`config.mk`:
```
export PLATFORM = sky130hd
export DESIGN_NAME = integer_alu_gcd_lcm_top
export DESIGN_NICKNAME = d
export VERILOG_FILES = /design/src/design/ialu_pkg.sv /design/src/design/ialu_addsub.sv /design/src/design/integer_alu_gcd_lcm_top.sv
export SDC_FILE = /design/constraint.sdc
export NUM_CORES = 1
export LEC_CHECK = 0
export ABC_AREA = 1
export BUFFER_PORTS_ARGS = -buffer_cell sky130_fd_sc_hd__buf_4
export CAP_MARGIN = 20
export CORE_UTILIZATION = 25
export CTS_CLUSTER_DIAMETER = 150
export CTS_CLUSTER_SIZE = 20
export DETAILED_ROUTE_END_ITERATION = 10
export PLACE_DENSITY = 0.4
export SYNTH_ARGS = -nofsm -noshare
export SYNTH_HDL_FRONTEND = slang
export SYNTH_SLANG_ARGS = --single-unit
```
`constraint.sdc`:
```
create_clock -name clock -period 6.1 [get_ports clock]
set_input_delay 0.305 -clock clock [delete_from_list [all_inputs] [get_ports clock]]
set_output_delay 0.305 -clock clock [all_outputs]
set_load 0.02 [all_outputs]
```
`src/design/ialu_pkg.sv`:
```
package ialu_pkg;

   // Default datapath width and the fixed stream field widths
   localparam int DATA_WIDTH_DEF = 32;
   localparam int FIELD_W        = 32;
   localparam int CMD_W          = 3;
   // command + operand_a + operand_b, padded to whole bytes
   localparam int REQ_TDATA_W    = 72;
   // result + divide_error, padded to whole bytes
   localparam int RSP_TDATA_W    = 40;

   typedef enum logic [CMD_W-1:0] {
      CMD_ADD = 3'd0,
      CMD_SUB = 3'd1,
      CMD_MUL = 3'd2,
      CMD_DIV = 3'd3,
      CMD_MOD = 3'd4,
      CMD_GCD = 3'd5,
      CMD_LCM = 3'd6
   } cmd_type;

   typedef enum logic [3:0] {
      S_IDLE,
      S_DISPATCH,
      S_GCD_TEST,
      S_NEG_N,
      S_NEG_D,
      S_DIV_STEP,
      S_DIV_FIX,
      S_MUL_STEP,
      S_DONE
   } state_type;

endpackage

```
`src/design/ialu_addsub.sv`:
```
// Shared add/subtract unit: sum = x + y, or x - y when sub is set.
module ialu_addsub #(
   parameter int WIDTH = ialu_pkg::DATA_WIDTH_DEF + 1
) (
   input  logic [WIDTH-1:0] x,
   input  logic [WIDTH-1:0] y,
   input  logic             sub,
   output logic [WIDTH-1:0] sum
);
   import ialu_pkg::*;

   // Invert and carry in one for subtraction
   assign sum = x + (y ^ {WIDTH{sub}}) + WIDTH'(sub);

endmodule

```
`src/design/integer_alu_gcd_lcm_top.sv`:
```
// Add, sub, unused commands, and div or mod by zero finish at dispatch; mul runs shift-add
// steps; div and mod take magnitudes, run restoring steps and fix the sign; gcd runs one such
// division per Euclid step; lcm then divides a by the gcd and multiplies by b (W = DATA_WIDTH).
// One item at a time: req_tready is high only when idle, so the next transfer comes at best
// as rsp_tvalid rises. The single (W+1)-bit adder makes one quotient or product bit per cycle.
// Reset is synchronous: it clears the sequencer and the output valid, no clearing pass.
module integer_alu_gcd_lcm_top #(
   parameter int DATA_WIDTH = ialu_pkg::DATA_WIDTH_DEF
) (
   input  logic                             clock,
   input  logic                             reset,
   input  logic                             req_tvalid,
   output logic                             req_tready,
   // command[2:0], operand_a[34:3], operand_b[66:35], zero pad
   input  logic [ialu_pkg::REQ_TDATA_W-1:0] req_tdata,
   output logic                             rsp_tvalid,
   input  logic                             rsp_tready,
   // result[31:0], divide_error[32], zero pad
   output logic [ialu_pkg::RSP_TDATA_W-1:0] rsp_tdata
);
   import ialu_pkg::*;

   localparam int W        = DATA_WIDTH;
   localparam int CW       = $clog2(W);
   localparam logic [CW-1:0] CNT_LAST = CW'(W - 1);

   state_type      state_ff, state_in;
   cmd_type        cmd_ff, cmd_in;
   logic [W-1:0]   opa_ff, opa_in, opb_ff, opb_in;
   logic [W-1:0]   x_ff, x_in, y_ff, y_in;
   logic [W-1:0]   quo_ff, quo_in, rem_ff, rem_in, dvs_ff, dvs_in;
   logic [CW-1:0]  cnt_ff, cnt_in;
   logic           negq_ff, negq_in, negr_ff, negr_in;
   logic           lcm_fin_ff, lcm_fin_in;
   logic [W-1:0]   res_ff, res_in;
   logic           err_ff, err_in;
   logic           rsp_valid_ff, rsp_valid_in;
   logic [W-1:0]   out_res_ff, out_res_in;
   logic           out_err_ff, out_err_in;

   logic [W:0]     ux, uy, usum;
   logic           usub;
   logic [W-1:0]   a_ld, b_ld;
   logic [FIELD_W-1:0] req_a, req_b, res_out;
   logic           div_go;
   logic [W-1:0]   div_n, div_d;
   logic [W:0]     rem_sh;
   logic           want_q, want_neg;
   logic [W-1:0]   fix_val;

   assign req_a = req_tdata[CMD_W +: FIELD_W];
   assign req_b = req_tdata[CMD_W + FIELD_W +: FIELD_W];

   // Sign-extend or truncate operands to the datapath width; truncate or zero-extend the result to the field width
   if (W > FIELD_W) begin : g_wide
      assign a_ld    = {{(W - FIELD_W){req_a[FIELD_W-1]}}, req_a};
      assign b_ld    = {{(W - FIELD_W){req_b[FIELD_W-1]}}, req_b};
      assign res_out = out_res_ff[FIELD_W-1:0];
   end else if (W == FIELD_W) begin : g_same
      assign a_ld    = req_a;
      assign b_ld    = req_b;
      assign res_out = out_res_ff;
   end else begin : g_narrow
      assign a_ld    = req_a[W-1:0];
      assign b_ld    = req_b[W-1:0];
      assign res_out = {{(FIELD_W - W){1'b0}}, out_res_ff};
   end

   ialu_addsub #(.WIDTH(W + 1)) u_addsub (
      .x   (ux),
      .y   (uy),
      .sub (usub),
      .sum (usum)
   );

   assign req_tready = (state_ff == S_IDLE);
   assign rsp_tvalid = rsp_valid_ff;
   assign rsp_tdata  = {{(RSP_TDATA_W - FIELD_W - 1){1'b0}}, out_err_ff, res_out};

   // Shifted partial remainder and the sign fix-up selection
   assign rem_sh   = {rem_ff, quo_ff[W-1]};
   assign want_q   = (cmd_ff == CMD_DIV) || lcm_fin_ff;
   assign fix_val  = want_q ? quo_ff : rem_ff;
   assign want_neg = want_q ? negq_ff : negr_ff;

   // Sequencer: next state and datapath register loads
   always_comb begin
      state_in     = state_ff;
      cmd_in       = cmd_ff;
      opa_in       = opa_ff;
      opb_in       = opb_ff;
      x_in         = x_ff;
      y_in         = y_ff;
      quo_in       = quo_ff;
      rem_in       = rem_ff;
      dvs_in       = dvs_ff;
      cnt_in       = cnt_ff;
      negq_in      = negq_ff;
      negr_in      = negr_ff;
      lcm_fin_in   = lcm_fin_ff;
      res_in       = res_ff;
      err_in       = err_ff;
      rsp_valid_in = rsp_valid_ff && !rsp_tready;
      out_res_in   = out_res_ff;
      out_err_in   = out_err_ff;
      ux           = '0;
      uy           = '0;
      usub         = 1'b0;
      div_go       = 1'b0;
      div_n        = '0;
      div_d        = '0;

      unique case (state_ff)
         S_IDLE: begin
            if (req_tvalid) begin
               cmd_in     = cmd_type'(req_tdata[CMD_W-1:0]);
               opa_in     = a_ld;
               opb_in     = b_ld;
               lcm_fin_in = 1'b0;
               err_in     = 1'b0;
               res_in     = '0;
               state_in   = S_DISPATCH;
            end
         end
         S_DISPATCH: begin
            unique case (cmd_ff)
               CMD_ADD, CMD_SUB: begin
                  ux       = {1'b0, opa_ff};
                  uy       = {1'b0, opb_ff};
                  usub     = (cmd_ff == CMD_SUB);
                  res_in   = usum[W-1:0];
                  state_in = S_DONE;
               end
               CMD_MUL: begin
                  // accumulator in rem, multiplicand in dvs, multiplier in quo
                  rem_in   = '0;
                  dvs_in   = opa_ff;
                  quo_in   = opb_ff;
                  cnt_in   = '0;
                  state_in = S_MUL_STEP;
               end
               CMD_DIV, CMD_MOD: begin
                  if (opb_ff == '0) begin
                     err_in   = 1'b1;
                     state_in = S_DONE;
                  end else begin
                     div_go = 1'b1;
                     div_n  = opa_ff;
                     div_d  = opb_ff;
                  end
               end
               CMD_GCD, CMD_LCM: begin
                  x_in     = opa_ff;
                  y_in     = opb_ff;
                  state_in = S_GCD_TEST;
               end
               default: begin
                  state_in = S_DONE;
               end
            endcase
         end
         S_GCD_TEST: begin
            priority if (y_ff != '0) begin
               // next Euclid step: remainder of x by y
               div_go = 1'b1;
               div_n  = x_ff;
               div_d  = y_ff;
            end else if (cmd_ff == CMD_GCD) begin
               res_in   = x_ff;
               state_in = S_DONE;
            end else if (x_ff == '0) begin
               err_in   = 1'b1;
               state_in = S_DONE;
            end else begin
               // lcm: divide a by the gcd, then multiply by b
               lcm_fin_in = 1'b1;
               div_go     = 1'b1;
               div_n      = opa_ff;
               div_d      = x_ff;
            end
         end
         S_NEG_N: begin
            // take the magnitude of the dividend
            uy       = {1'b0, quo_ff};
            usub     = 1'b1;
            if (quo_ff[W-1]) quo_in = usum[W-1:0];
            state_in = S_NEG_D;
         end
         S_NEG_D: begin
            // take the magnitude of the divisor
            uy       = {1'b0, dvs_ff};
            usub     = 1'b1;
            if (dvs_ff[W-1]) dvs_in = usum[W-1:0];
            state_in = S_DIV_STEP;
         end
         S_DIV_STEP: begin
            // restoring division, one quotient bit per cycle
            ux   = rem_sh;
            uy   = {1'b0, dvs_ff};
            usub = 1'b1;
            if (!usum[W]) begin
               rem_in = usum[W-1:0];
               quo_in = {quo_ff[W-2:0], 1'b1};
            end else begin
               rem_in = rem_sh[W-1:0];
               quo_in = {quo_ff[W-2:0], 1'b0};
            end
            cnt_in = cnt_ff + 1'b1;
            if (cnt_ff == CNT_LAST) state_in = S_DIV_FIX;
         end
         S_DIV_FIX: begin
            // apply the sign to quotient or remainder
            if (want_neg) begin
               uy   = {1'b0, fix_val};
               usub = 1'b1;
            end else begin
               ux = {1'b0, fix_val};
            end
            priority if (lcm_fin_ff) begin
               rem_in   = '0;
               dvs_in   = usum[W-1:0];
               quo_in   = opb_ff;
               cnt_in   = '0;
               state_in = S_MUL_STEP;
            end else if (cmd_ff == CMD_DIV || cmd_ff == CMD_MOD) begin
               res_in   = usum[W-1:0];
               state_in = S_DONE;
            end else begin
               x_in     = y_ff;
               y_in     = usum[W-1:0];
               state_in = S_GCD_TEST;
            end
         end
         S_MUL_STEP: begin
            // shift-add multiply, low W bits of the product
            ux     = {1'b0, rem_ff};
            uy     = quo_ff[0] ? {1'b0, dvs_ff} : '0;
            rem_in = usum[W-1:0];
            dvs_in = {dvs_ff[W-2:0], 1'b0};
            quo_in = {1'b0, quo_ff[W-1:1]};
            cnt_in = cnt_ff + 1'b1;
            if (cnt_ff == CNT_LAST) begin
               res_in   = usum[W-1:0];
               state_in = S_DONE;
            end
         end
         S_DONE: begin
            // hand over once the output register is free
            if (!rsp_valid_ff || rsp_tready) begin
               out_res_in   = res_ff;
               out_err_in   = err_ff;
               rsp_valid_in = 1'b1;
               state_in     = S_IDLE;
            end
         end
         default: begin
            state_in = S_IDLE;
         end
      endcase

      // Start a signed division of div_n by div_d
      if (div_go) begin
         quo_in   = div_n;
         dvs_in   = div_d;
         rem_in   = '0;
         cnt_in   = '0;
         negq_in  = div_n[W-1] ^ div_d[W-1];
         negr_in  = div_n[W-1];
         state_in = S_NEG_N;
      end
   end

   // Control registers
   always_ff @(posedge clock) begin
      if (reset) begin
         state_ff     <= S_IDLE;
         rsp_valid_ff <= 1'b0;
      end else begin
         state_ff     <= state_in;
         rsp_valid_ff <= rsp_valid_in;
      end
   end

   // Datapath registers
   always_ff @(posedge clock) begin
      cmd_ff     <= cmd_in;
      opa_ff     <= opa_in;
      opb_ff     <= opb_in;
      x_ff       <= x_in;
      y_ff       <= y_in;
      quo_ff     <= quo_in;
      rem_ff     <= rem_in;
      dvs_ff     <= dvs_in;
      cnt_ff     <= cnt_in;
      negq_ff    <= negq_in;
      negr_ff    <= negr_in;
      lcm_fin_ff <= lcm_fin_in;
      res_ff     <= res_in;
      err_ff     <= err_in;
      out_res_ff <= out_res_in;
      out_err_ff <= out_err_in;
   end

endmodule

```
Yosys cells after proc, flatten, opt, wreduce, memory -nomap -nowiden
Index checks and enable logic that the tools add are counted.
- flip-flop bits (word level): 306
- input port bits: 76
- output and inout bits: 42
- logic and storage cells: 202
- add/subtract/negate cells: 3
- equality and inequality tests: 46
- mux-type cells: 90
- bitwise gates (word level): 2
- reductions and logical operators: 40
- operators with widths (kind ; number):
    32-bit 2-to-1 mux ; 40
    32-bit one-hot mux with 5 select lines ; 3
    32-bit one-hot mux with 2 select lines ; 4
    32-bit one-hot mux with 4 select lines ; 2
    33-bit one-hot mux with 4 select lines ; 1
    32-bit logical NOT ; 2
    4-bit 2-to-1 mux ; 10
    4-bit one-hot mux with 9 select lines ; 1
    33-bit by 1-bit adder with 33-bit output ; 1
    33-bit adder ; 1
    32-bit by 33-bit XOR with 33-bit output ; 1
    32-bit nonzero test ; 1
    2-bit != test (second input constant) ; 15
    3-bit != test (second input constant) ; 9
    7-bit AND reduction ; 3
    1-bit 2-to-1 mux ; 20
    4-bit by 3-bit == test with 1-bit output (second input constant) ; 4
    5-bit one-hot mux with 3 select lines ; 1
    4-bit one-hot mux with 3 select lines ; 1
    3-bit AND reduction ; 4
    4-bit AND reduction ; 3
    2-bit OR reduction ; 6
    5-bit 2-to-1 mux ; 2
    5-bit nonzero test ; 2
    28 further kinds ; 44

Longest topological paths before layout
Gate-level depths: netlist of the first run.
- depth in word-level cells: 11
- gate-level depth with buffers: 31
- gate-level depth less buffers: 28

Modules after synthesis
From an unflattened synthesis of the first run, not the netlist that was laid out.
- cells, all modules: 2533
- area, all modules: 19397.4 µm²
- modules (own cells, without submodules) (module ; times used ; cells each ; area each (µm²) ; sequential area each (µm²)):
    integer_alu_gcd_lcm_top ; 1 ; 2032 ; 16786.1 ; 8768.4
    ialu_addsub ; 1 ; 501 ; 2611.3 ; 0.0

Least setup slack after synthesis of the first run
OpenSTA, ideal clock, no wires.
- path type: register to register
- start: register state_ff[2]
- end: register x_ff[0], enable pin
- library setup time: 0.574 ns
- arrival: 5.459 ns
- required time: 5.526 ns
- setup slack: 0.067 ns
- stages on the path, launching flop included: 9
- path buffers: 0
- period minus slack after synthesis: 6.033 ns
- cells stage by stage: dfxtp_1 -> inv_2 -> nor2_4 -> inv_4 -> nor2_8 -> inv_1 -> nor2_1 -> inv_1 -> o21ai_0
- cells in the longest elaborated chain, start to end: 3
- elaborated cells between the ends (all ways): 7
- classes of those cells: eq/ne (5); reduce/logical (2)
- RTL lines (element ; line ; source):
    from (decl) ; integer_alu_gcd_lcm_top.sv:27 ; state_type state_ff, state_in;
    from (signal assigned) ; integer_alu_gcd_lcm_top.sv:279 ; state_ff <= state_in;
    4-bit by 1-bit == test with 1-bit output or 4-bit by 3-bit == test with 1-bit output (tied branches) ; integer_alu_gcd_lcm_top.sv:113 ; unique case (state_ff)
    2-bit by 1-bit != test with 1-bit output (no source line), or another cell as far along ; n/a ;
    4-bit AND reduction (no source line) (*) ; n/a ;
    to (signal assigned) ; integer_alu_gcd_lcm_top.sv:289 ; x_ff <= x_in;
    to (decl) ; integer_alu_gcd_lcm_top.sv:30 ; logic [W-1:0] x_ff, x_in, y_ff, y_in;
Every way passes the cells marked *; elsewhere a longest branch is shown, timed or not.
A chain may end at the register's enable or synchronous reset.

Worst setup path after layout of the first run
- start: register cmd_ff[2]
- end: register res_ff[24] (data pin)
- cells in the longest elaborated chain, start to end: 11
- elaborated cells between the ends (all ways): 24
- classes of those cells: add/sub (2); eq/ne (2); mux (16); bitwise (1); reduce/logical (3)
- RTL lines (element ; line ; source):
    from (decl) ; integer_alu_gcd_lcm_top.sv:28 ; cmd_type cmd_ff, cmd_in;
    from (signal assigned) ; integer_alu_gcd_lcm_top.sv:286 ; cmd_ff <= cmd_in;
    3-bit by 2-bit == test with 1-bit output ; integer_alu_gcd_lcm_top.sv:82 ; assign want_q = (cmd_ff == CMD_DIV) || lcm_fin_ff;
    1-bit logical OR ; integer_alu_gcd_lcm_top.sv:82 ;
    32-bit 2-to-1 mux or 1-bit 2-to-1 mux (tied branches) ; integer_alu_gcd_lcm_top.sv:83, integer_alu_gcd_lcm_top.sv:84 ;
    32-bit 2-to-1 mux or 1-bit 2-to-1 mux (tied branches) ; integer_alu_gcd_lcm_top.sv:213 ; if (want_neg) begin
    32-bit one-hot mux with 5 select lines or 1-bit one-hot mux with 3 select lines (tied branches) ; integer_alu_gcd_lcm_top.sv:113 ;
    32-bit by 33-bit XOR with 33-bit output ; ialu_addsub.sv:13 ; assign sum = x + (y ^ {WIDTH{sub}}) + WIDTH'(sub);
    33-bit adder ; ialu_addsub.sv:13 ;
    33-bit by 1-bit adder with 33-bit output (*) ; ialu_addsub.sv:13 ;
    32-bit 2-to-1 mux ; integer_alu_gcd_lcm_top.sv:225 ; end else if (cmd_ff == CMD_DIV || cmd_ff == CMD_MOD) begin
    32-bit 2-to-1 mux ; integer_alu_gcd_lcm_top.sv:219 ; priority if (lcm_fin_ff) begin
    32-bit one-hot mux with 5 select lines (*) ; integer_alu_gcd_lcm_top.sv:113 ;
    via res_in[24] ; integer_alu_gcd_lcm_top.sv:35 ; logic [W-1:0] res_ff, res_in;
    to (signal assigned) ; integer_alu_gcd_lcm_top.sv:298 ; res_ff <= res_in;
    to (decl) ; integer_alu_gcd_lcm_top.sv:35 ;
Mark *: on every way through the listed nets, which the timed path passes. The rest lies on a longest branch. The select of a mux whose other input is x is not followed.

==> reports/results.tsv, run 1 <==
metric	value	unit
floorplan.initialDensity	25.3	%
cts_resized	0	
path_buf_inv	5	
hpwl	64.9	mm
antenna_left	0	
start_kind	flip-flop	
fill_cells	8154	
die_area	76700	µm²
synth_cells	2310	
grt_max_degree	72	
ys_seq_area_share	46.4	%
min_period	5680	ps
synth_cell_types	66	
status	finished, final reports clean	
min_period_over_period	93.1	%
finish.utilization	29.7	%
synth_area	18900	µm²
firstDrtPassIters	6	
fp.coreArea	74600	µm²
clk_path_buf_depth	3	
worstSetupEndpointType	flip-flop	
path_cells	inv_1 > nand3_2 > nand2_2 > nand2_1 > nand3_2 > inv_1 > buf_12 > a221oi_1 > xor2_1 > ha_1 > nand2_1 > o21bai_1 > nand2_1 > nand2_1 > nand2_1 > o21bai_1 > xor2_1 > inv_1 > o21ai_0 > buf_4	
gp_congestion	0.918	
drv_slew	0	
grt_pass1_wl	125	mm
hold_slack	61.5	ps
vias_per_cell	5.35	
hold_path.class	input pin to flip-flop	
path_delay_family	compound AO/OA/AOI/OAI gates	
area_growth	17.4	%
synth_area_leader_cell	edfxtp_1	
postSynthAreaPerCell	8.18	µm²
rows	100	
ir_drop	0.000250	V
cts_made_buffers	19	
synth_top_area_share	42.0	%
setup_slack	423	ps
track_usage	22.1	%
io_buffer_count	105	
crit_slowest_cell	xor2_1	
crit_arrival	6080	ps
max_cap_viol_count	0	
wl_per_cell	25.3	µm
path_clk_slew	90	ps
drc_errors	0	
num_vias	18360	
hold_viol_final	0	
overflow	0	
antenna_found_initial	2	
cts_tree	yes	
ys_warn_count	0	
drive_gt1_share	10.7	%
io_pins	118	
layout_common_cells	nand2_1, edfxtp_1, inv_1	
power_density	537	nW/µm²
relSlewSlack	38.8	%
routed_wl	86.8	mm
ys_ff_latch	306	
synth_edf_count	264	
cp.required	6500	ps
setup_tns	0	ps
die_h	277	µm
htree_levels	1	
drt_iter0_drc	1980	
synth_ff_type	edfxtp_1	
finalPower	11900	µW
yosys-top-cells-area	edfxtp_1, nand2_1, o21ai_0	
place_ws	592	ps
path_class	flip-flop to flip-flop	
postSynth.asyncResetShare	0	%
final_common_cell	nand2_1	
grt_pass1_vias	18140	
clk_latency	560	ps
worstMarginPinSlew	917	ps
skew	41.7	ps
cts.root.buffer_cell	clkbuf_16	
fmax	176	MHz
clkSinkCount	306	
cellLeakagePower	0.00878	µW
num-nets-final	2560	
crit_path_max_fanout	17	
setup_viol	0	
max_stage_delay	620	ps
rsz0062_at_grt	no	
die_w	277	µm
cts_setup_buffers	0	
cp_common_cell	nand2_1	
## synthesized netlist by cell type, types with 4 or more instances
| cell type | count |
|---|---|
| buf_4 | 10 |
| a22oi_1 | 17 |
| dfxtp_1 | 42 |
| inv_2 | 6 |
| a211oi_1 | 5 |
| a21oi_1 | 113 |
| o21ai_0 | 198 |
| nand3_2 | 4 |
| a221oi_1 | 33 |
| buf_1 | 11 |
| mux2_2 | 5 |
| o221ai_1 | 37 |
| xor2_1 | 39 |
| nand4_1 | 18 |
| nand2_1 | 606 |
| nor3_1 | 21 |
| ha_1 | 33 |
| a32oi_1 | 5 |
| nand3_1 | 96 |
| nand2_2 | 19 |
| clkbuf_1 | 84 |
| inv_1 | 252 |
| buf_2 | 17 |
| edfxtp_1 | 264 |
| o211ai_1 | 25 |
| o2111ai_1 | 37 |
| clkinv_1 | 4 |
| a31oi_1 | 32 |
| xnor2_1 | 7 |
| nand3b_1 | 5 |
| o22ai_1 | 36 |
| nor2_1 | 141 |
| nor4_1 | 21 |
| o21ai_1 | 9 |
| nand2_4 | 5 |
## where the power goes
group	internal [µW]	switching, µW	total [µW]	leakage (µW)
clock	596	781	1380	0.000257
sequential	3500	627	4120	0.00283
combinational	1670	4730	6400	0.00570
total	5760	6140	11900	0.00878
## final timing paths
check                                start             end  slack, ps  cells after the start
worst max-delay path             cmd_ff[2]      res_ff[24]        420                     20
worst min-delay path            rsp_tready      rsp_tvalid         60                      4
worst max register to register   cmd_ff[2]      res_ff[24]        420                     20
worst min register to register  res_ff[27]  out_res_ff[27]        410                      0
## layer usage
layer	global-route usage (%)	wire [µm]	vias up
met5	0	12	-
met4	9.26	4190	2
met3	2.77	5120	194
met2	37.7	41200	808
met1	28.0	36200	9023
li1	-	-	8333
## logic make-up after synthesis
kind of cell | share of synthesized area (%)
adder cells (fa/ha/maj) | 2.29
other | 0.0199
AND/OR/NAND/NOR | 21.5
AO/OA/AOI/OAI | 19.1
buffers and inverters | 8.15
XOR/XNOR | 2.22
multiplexers | 0.298
flip-flops | 46.4
## stage by stage
stage | std cells | area [µm²]
after floorplan | 2316 | 18900
after global placement | 3329 | 20900
after detailed placement | 3329 | 20900
after CTS | 3430 | 22200
after global routing | 3431 | 22200
final | 3432 | 22200
## final cells by class
type                            instances  area [µm²]  area share, %
Antenna cell                            1        2.50         0.0113
Multi-Input combinational cell       1622        8670           39.1
Clock buffer                           31         520           2.35
Clock inverter                          2        17.5         0.0790
Timing Repair Buffer                  237        1990           8.96
Inverter                              264        1000           4.51
Tap cell                              969        1210           5.47
Sequential cell                       306        8770           39.5
## tightest hold or removal path, stage by stage
cell and delay (ps):
buf_4 80, nor2_1 60, inv_1 70, a21oi_1 60
## registers in the layout, indices dropped and copies added, names as in the netlist
register,count
opb_ff,32
negq_ff,1
out_err_ff,1
rem_ff,32
quo_ff,32
opa_ff,32
negr_ff,1
y_ff,32
lcm_fin_ff,1
rsp_tvalid,1
out_res_ff,32
dvs_ff,32
cnt_ff,5
cmd_ff,3
state_ff,4
res_ff,32
x_ff,32
err_ff,1
## repair_timing
item,in CTS,in global routing
endpoints found under the setup margin,0,0
hold buffers,68,0
endpoints found under the hold margin,71,0
No activity file was read; power rests on OpenSTA's default activity.
==> run 2, diff against run 1 <==
CELL_PAD_IN_SITES_DETAIL_PLACEMENT = 0   (was unset)
CELL_PAD_IN_SITES_GLOBAL_PLACEMENT = 1   (was unset)
PLACE_DENSITY = 0.49   (was 0.4)
==> reports/results.tsv, run 2 (synthesized netlist as in run 1, its figures left out) <==
metric	value	unit	change
area_growth	17.1	%	
cts_setup_buffers	0		unchanged
path_clk_slew	100	ps	about the same
cts_tree	yes		
firstDrtPassIters	5		-1
grt_pass1_wl	126	mm	+0.89%
skew	57.7	ps	+16.0 ps
drive_gt1_share	10.3	%	-0.40 points
final_common_cell	nand2_1		
worstMarginPinSlew	1030	ps	+111 ps
path_buf_inv	3		-2
die_w	277	µm	unchanged
cellLeakagePower	0.00873	µW	-0.53%
cts.root.buffer_cell	clkbuf_16		
r2r-end	quo_ff[0]		
crit_arrival	5800	ps	-280 ps
clk_path_buf_depth	3		unchanged
crit_slowest_cell	inv_1		
overflow	0		unchanged
hpwl	67.5	mm	+4.0%
holdPathStages	4		unchanged
antenna_found_initial	0		-2
status	finished, final reports clean		
io_buffer_count	105		unchanged
cp_common_cell	nand2_1		
max_cap_viol_count	0		unchanged
setup_viol	0		unchanged
fmax	182	MHz	+3.5%
worstReg2RegStart	cmd_ff[2]		
rsz0062_at_grt	no		
finish.utilization	29.7	%	-0.077 points
cts_resized	0		unchanged
min_period	5480	ps	-193 ps
cts_made_buffers	19		unchanged
drt_iter0_drc	1475		-26%
grt_pass1_vias	18130		-0.055%
htree_levels	1		unchanged
power_density	540	nW/µm²	+0.60%
path_delay_family	simple AND/OR/NAND/NOR gates		
gp_congestion	0.911		-0.80%
start_kind	flip-flop		
die_area	76700	µm²	unchanged
routed_wl	88.3	mm	+1.8%
r2r_slack	620	ps	+190 ps
hold_start	rsp_tready		
hold_path.class	input pin to flip-flop		
relSlewSlack	31.0	%	-7.8 points
max_stage_delay	550	ps	-70 ps
ir_drop	0.000178	V	-29%
clk_latency	580	ps	+20 ps
grt_max_degree	86		+19%
io_pins	118		unchanged
clkSinkCount	306		unchanged
min_to	rsp_tvalid		
rows	100		unchanged
finalPower	11900	µW	+0.34%
critPathLaunch	cmd_ff[2]		
drv_slew	0		unchanged
layout_common_cells	nand2_1, edfxtp_1, inv_1		
min_period_over_period	89.9	%	-3.2 points
hold_viol_final	0		unchanged
hold_slack	46.8	ps	-14.7 ps
die_h	277	µm	unchanged
num_vias	18133		-1.2%
setup_tns	0	ps	unchanged
vias_per_cell	5.30		-0.98%
cp.required	6420	ps	-80 ps
num-nets-final	2550		-0.39%
wl_per_cell	25.8	µm	+2.1%
track_usage	22.5	%	+0.45 points
drc_errors	0		unchanged
fp.coreArea	74600	µm²	unchanged
reg2reg_depth	22		+10%
ctsHoldBuffers	68		unchanged
floorplan.initialDensity	25.3	%	unchanged
antenna_left	0		unchanged
path_cells	inv_1 > nand3_2 > nand3_1 > nand3_2 > inv_1 > buf_4 > nand2_1 > o2111ai_1 > xor2_1 > ha_1 > a21oi_1 > o21ai_0 > a21oi_1 > o21ai_0 > a21oi_1 > nand2_1 > nand2_1 > nand2_4 > nand2_4 > o211ai_1 > o21ai_0 > nand2_1		
crit_path_max_fanout	25		+8
worstSetupEndpointType	flip-flop		
path_class	flip-flop to flip-flop		
-- run 2: power breakdown --
group	total (µW)	internal [µW]	leakage, µW	switching [µW]
combinational	6430	1680	0.00565	4750
clock	1390	598	0.000257	791
sequential	4120	3500	0.00283	627
-- run 2: through the flow --
| stage | instance area [µm²] | setup slack [ps] | std cells |
|---|---|---|---|
| after CTS | 22100 | 600 | 3420 |
| after floorplan | 18900 | 66.7 | 2316 |
| after detailed placement | 20900 | 653 | 3319 |
| final | 22100 | 617 | 3423 |
| after global placement | 20900 | 697 | 3319 |
| after global routing | 22100 | 163 | 3421 |
-- run 2: worst min-delay path, cell delays in order --
cell and delay, ps:
buf_4 70, nor2_1 60, inv_1 70, a21oi_1 60
-- run 2: layout make-up --
cell class,instances,area [µm²]
Sequential cell,306,8770
Clock buffer,32,524
Inverter,264,1000
Multi-Input combinational cell,1622,8670
Clock inverter,1,16.3
Tap cell,969,1210
Timing Repair Buffer,227,1920
Antenna cell,2,5.00
Fill cell,8126,52500
-- run 2: layer usage --
metal / vias up / GRT usage, % / part of all wire, %
met4: 0 / 8.65 / 4.1
met1: 9055 / 28.1 / 42
met2: 610 / 40.2 / 50
met3: 147 / 1.65 / 3.9
met5: - / 0 / 0
li1: 8321 / - / -
-- run 2: worst max path at each step --
stage / to / depth (start not counted)
after floorplan: x_ff[0] / 8
after global placement: rem_ff[29] / 22
after detailed placement: rem_ff[25] / 22
after CTS: rem_ff[25] / 22
after global routing: rem_ff[25] / 22
final: quo_ff[0] / 22
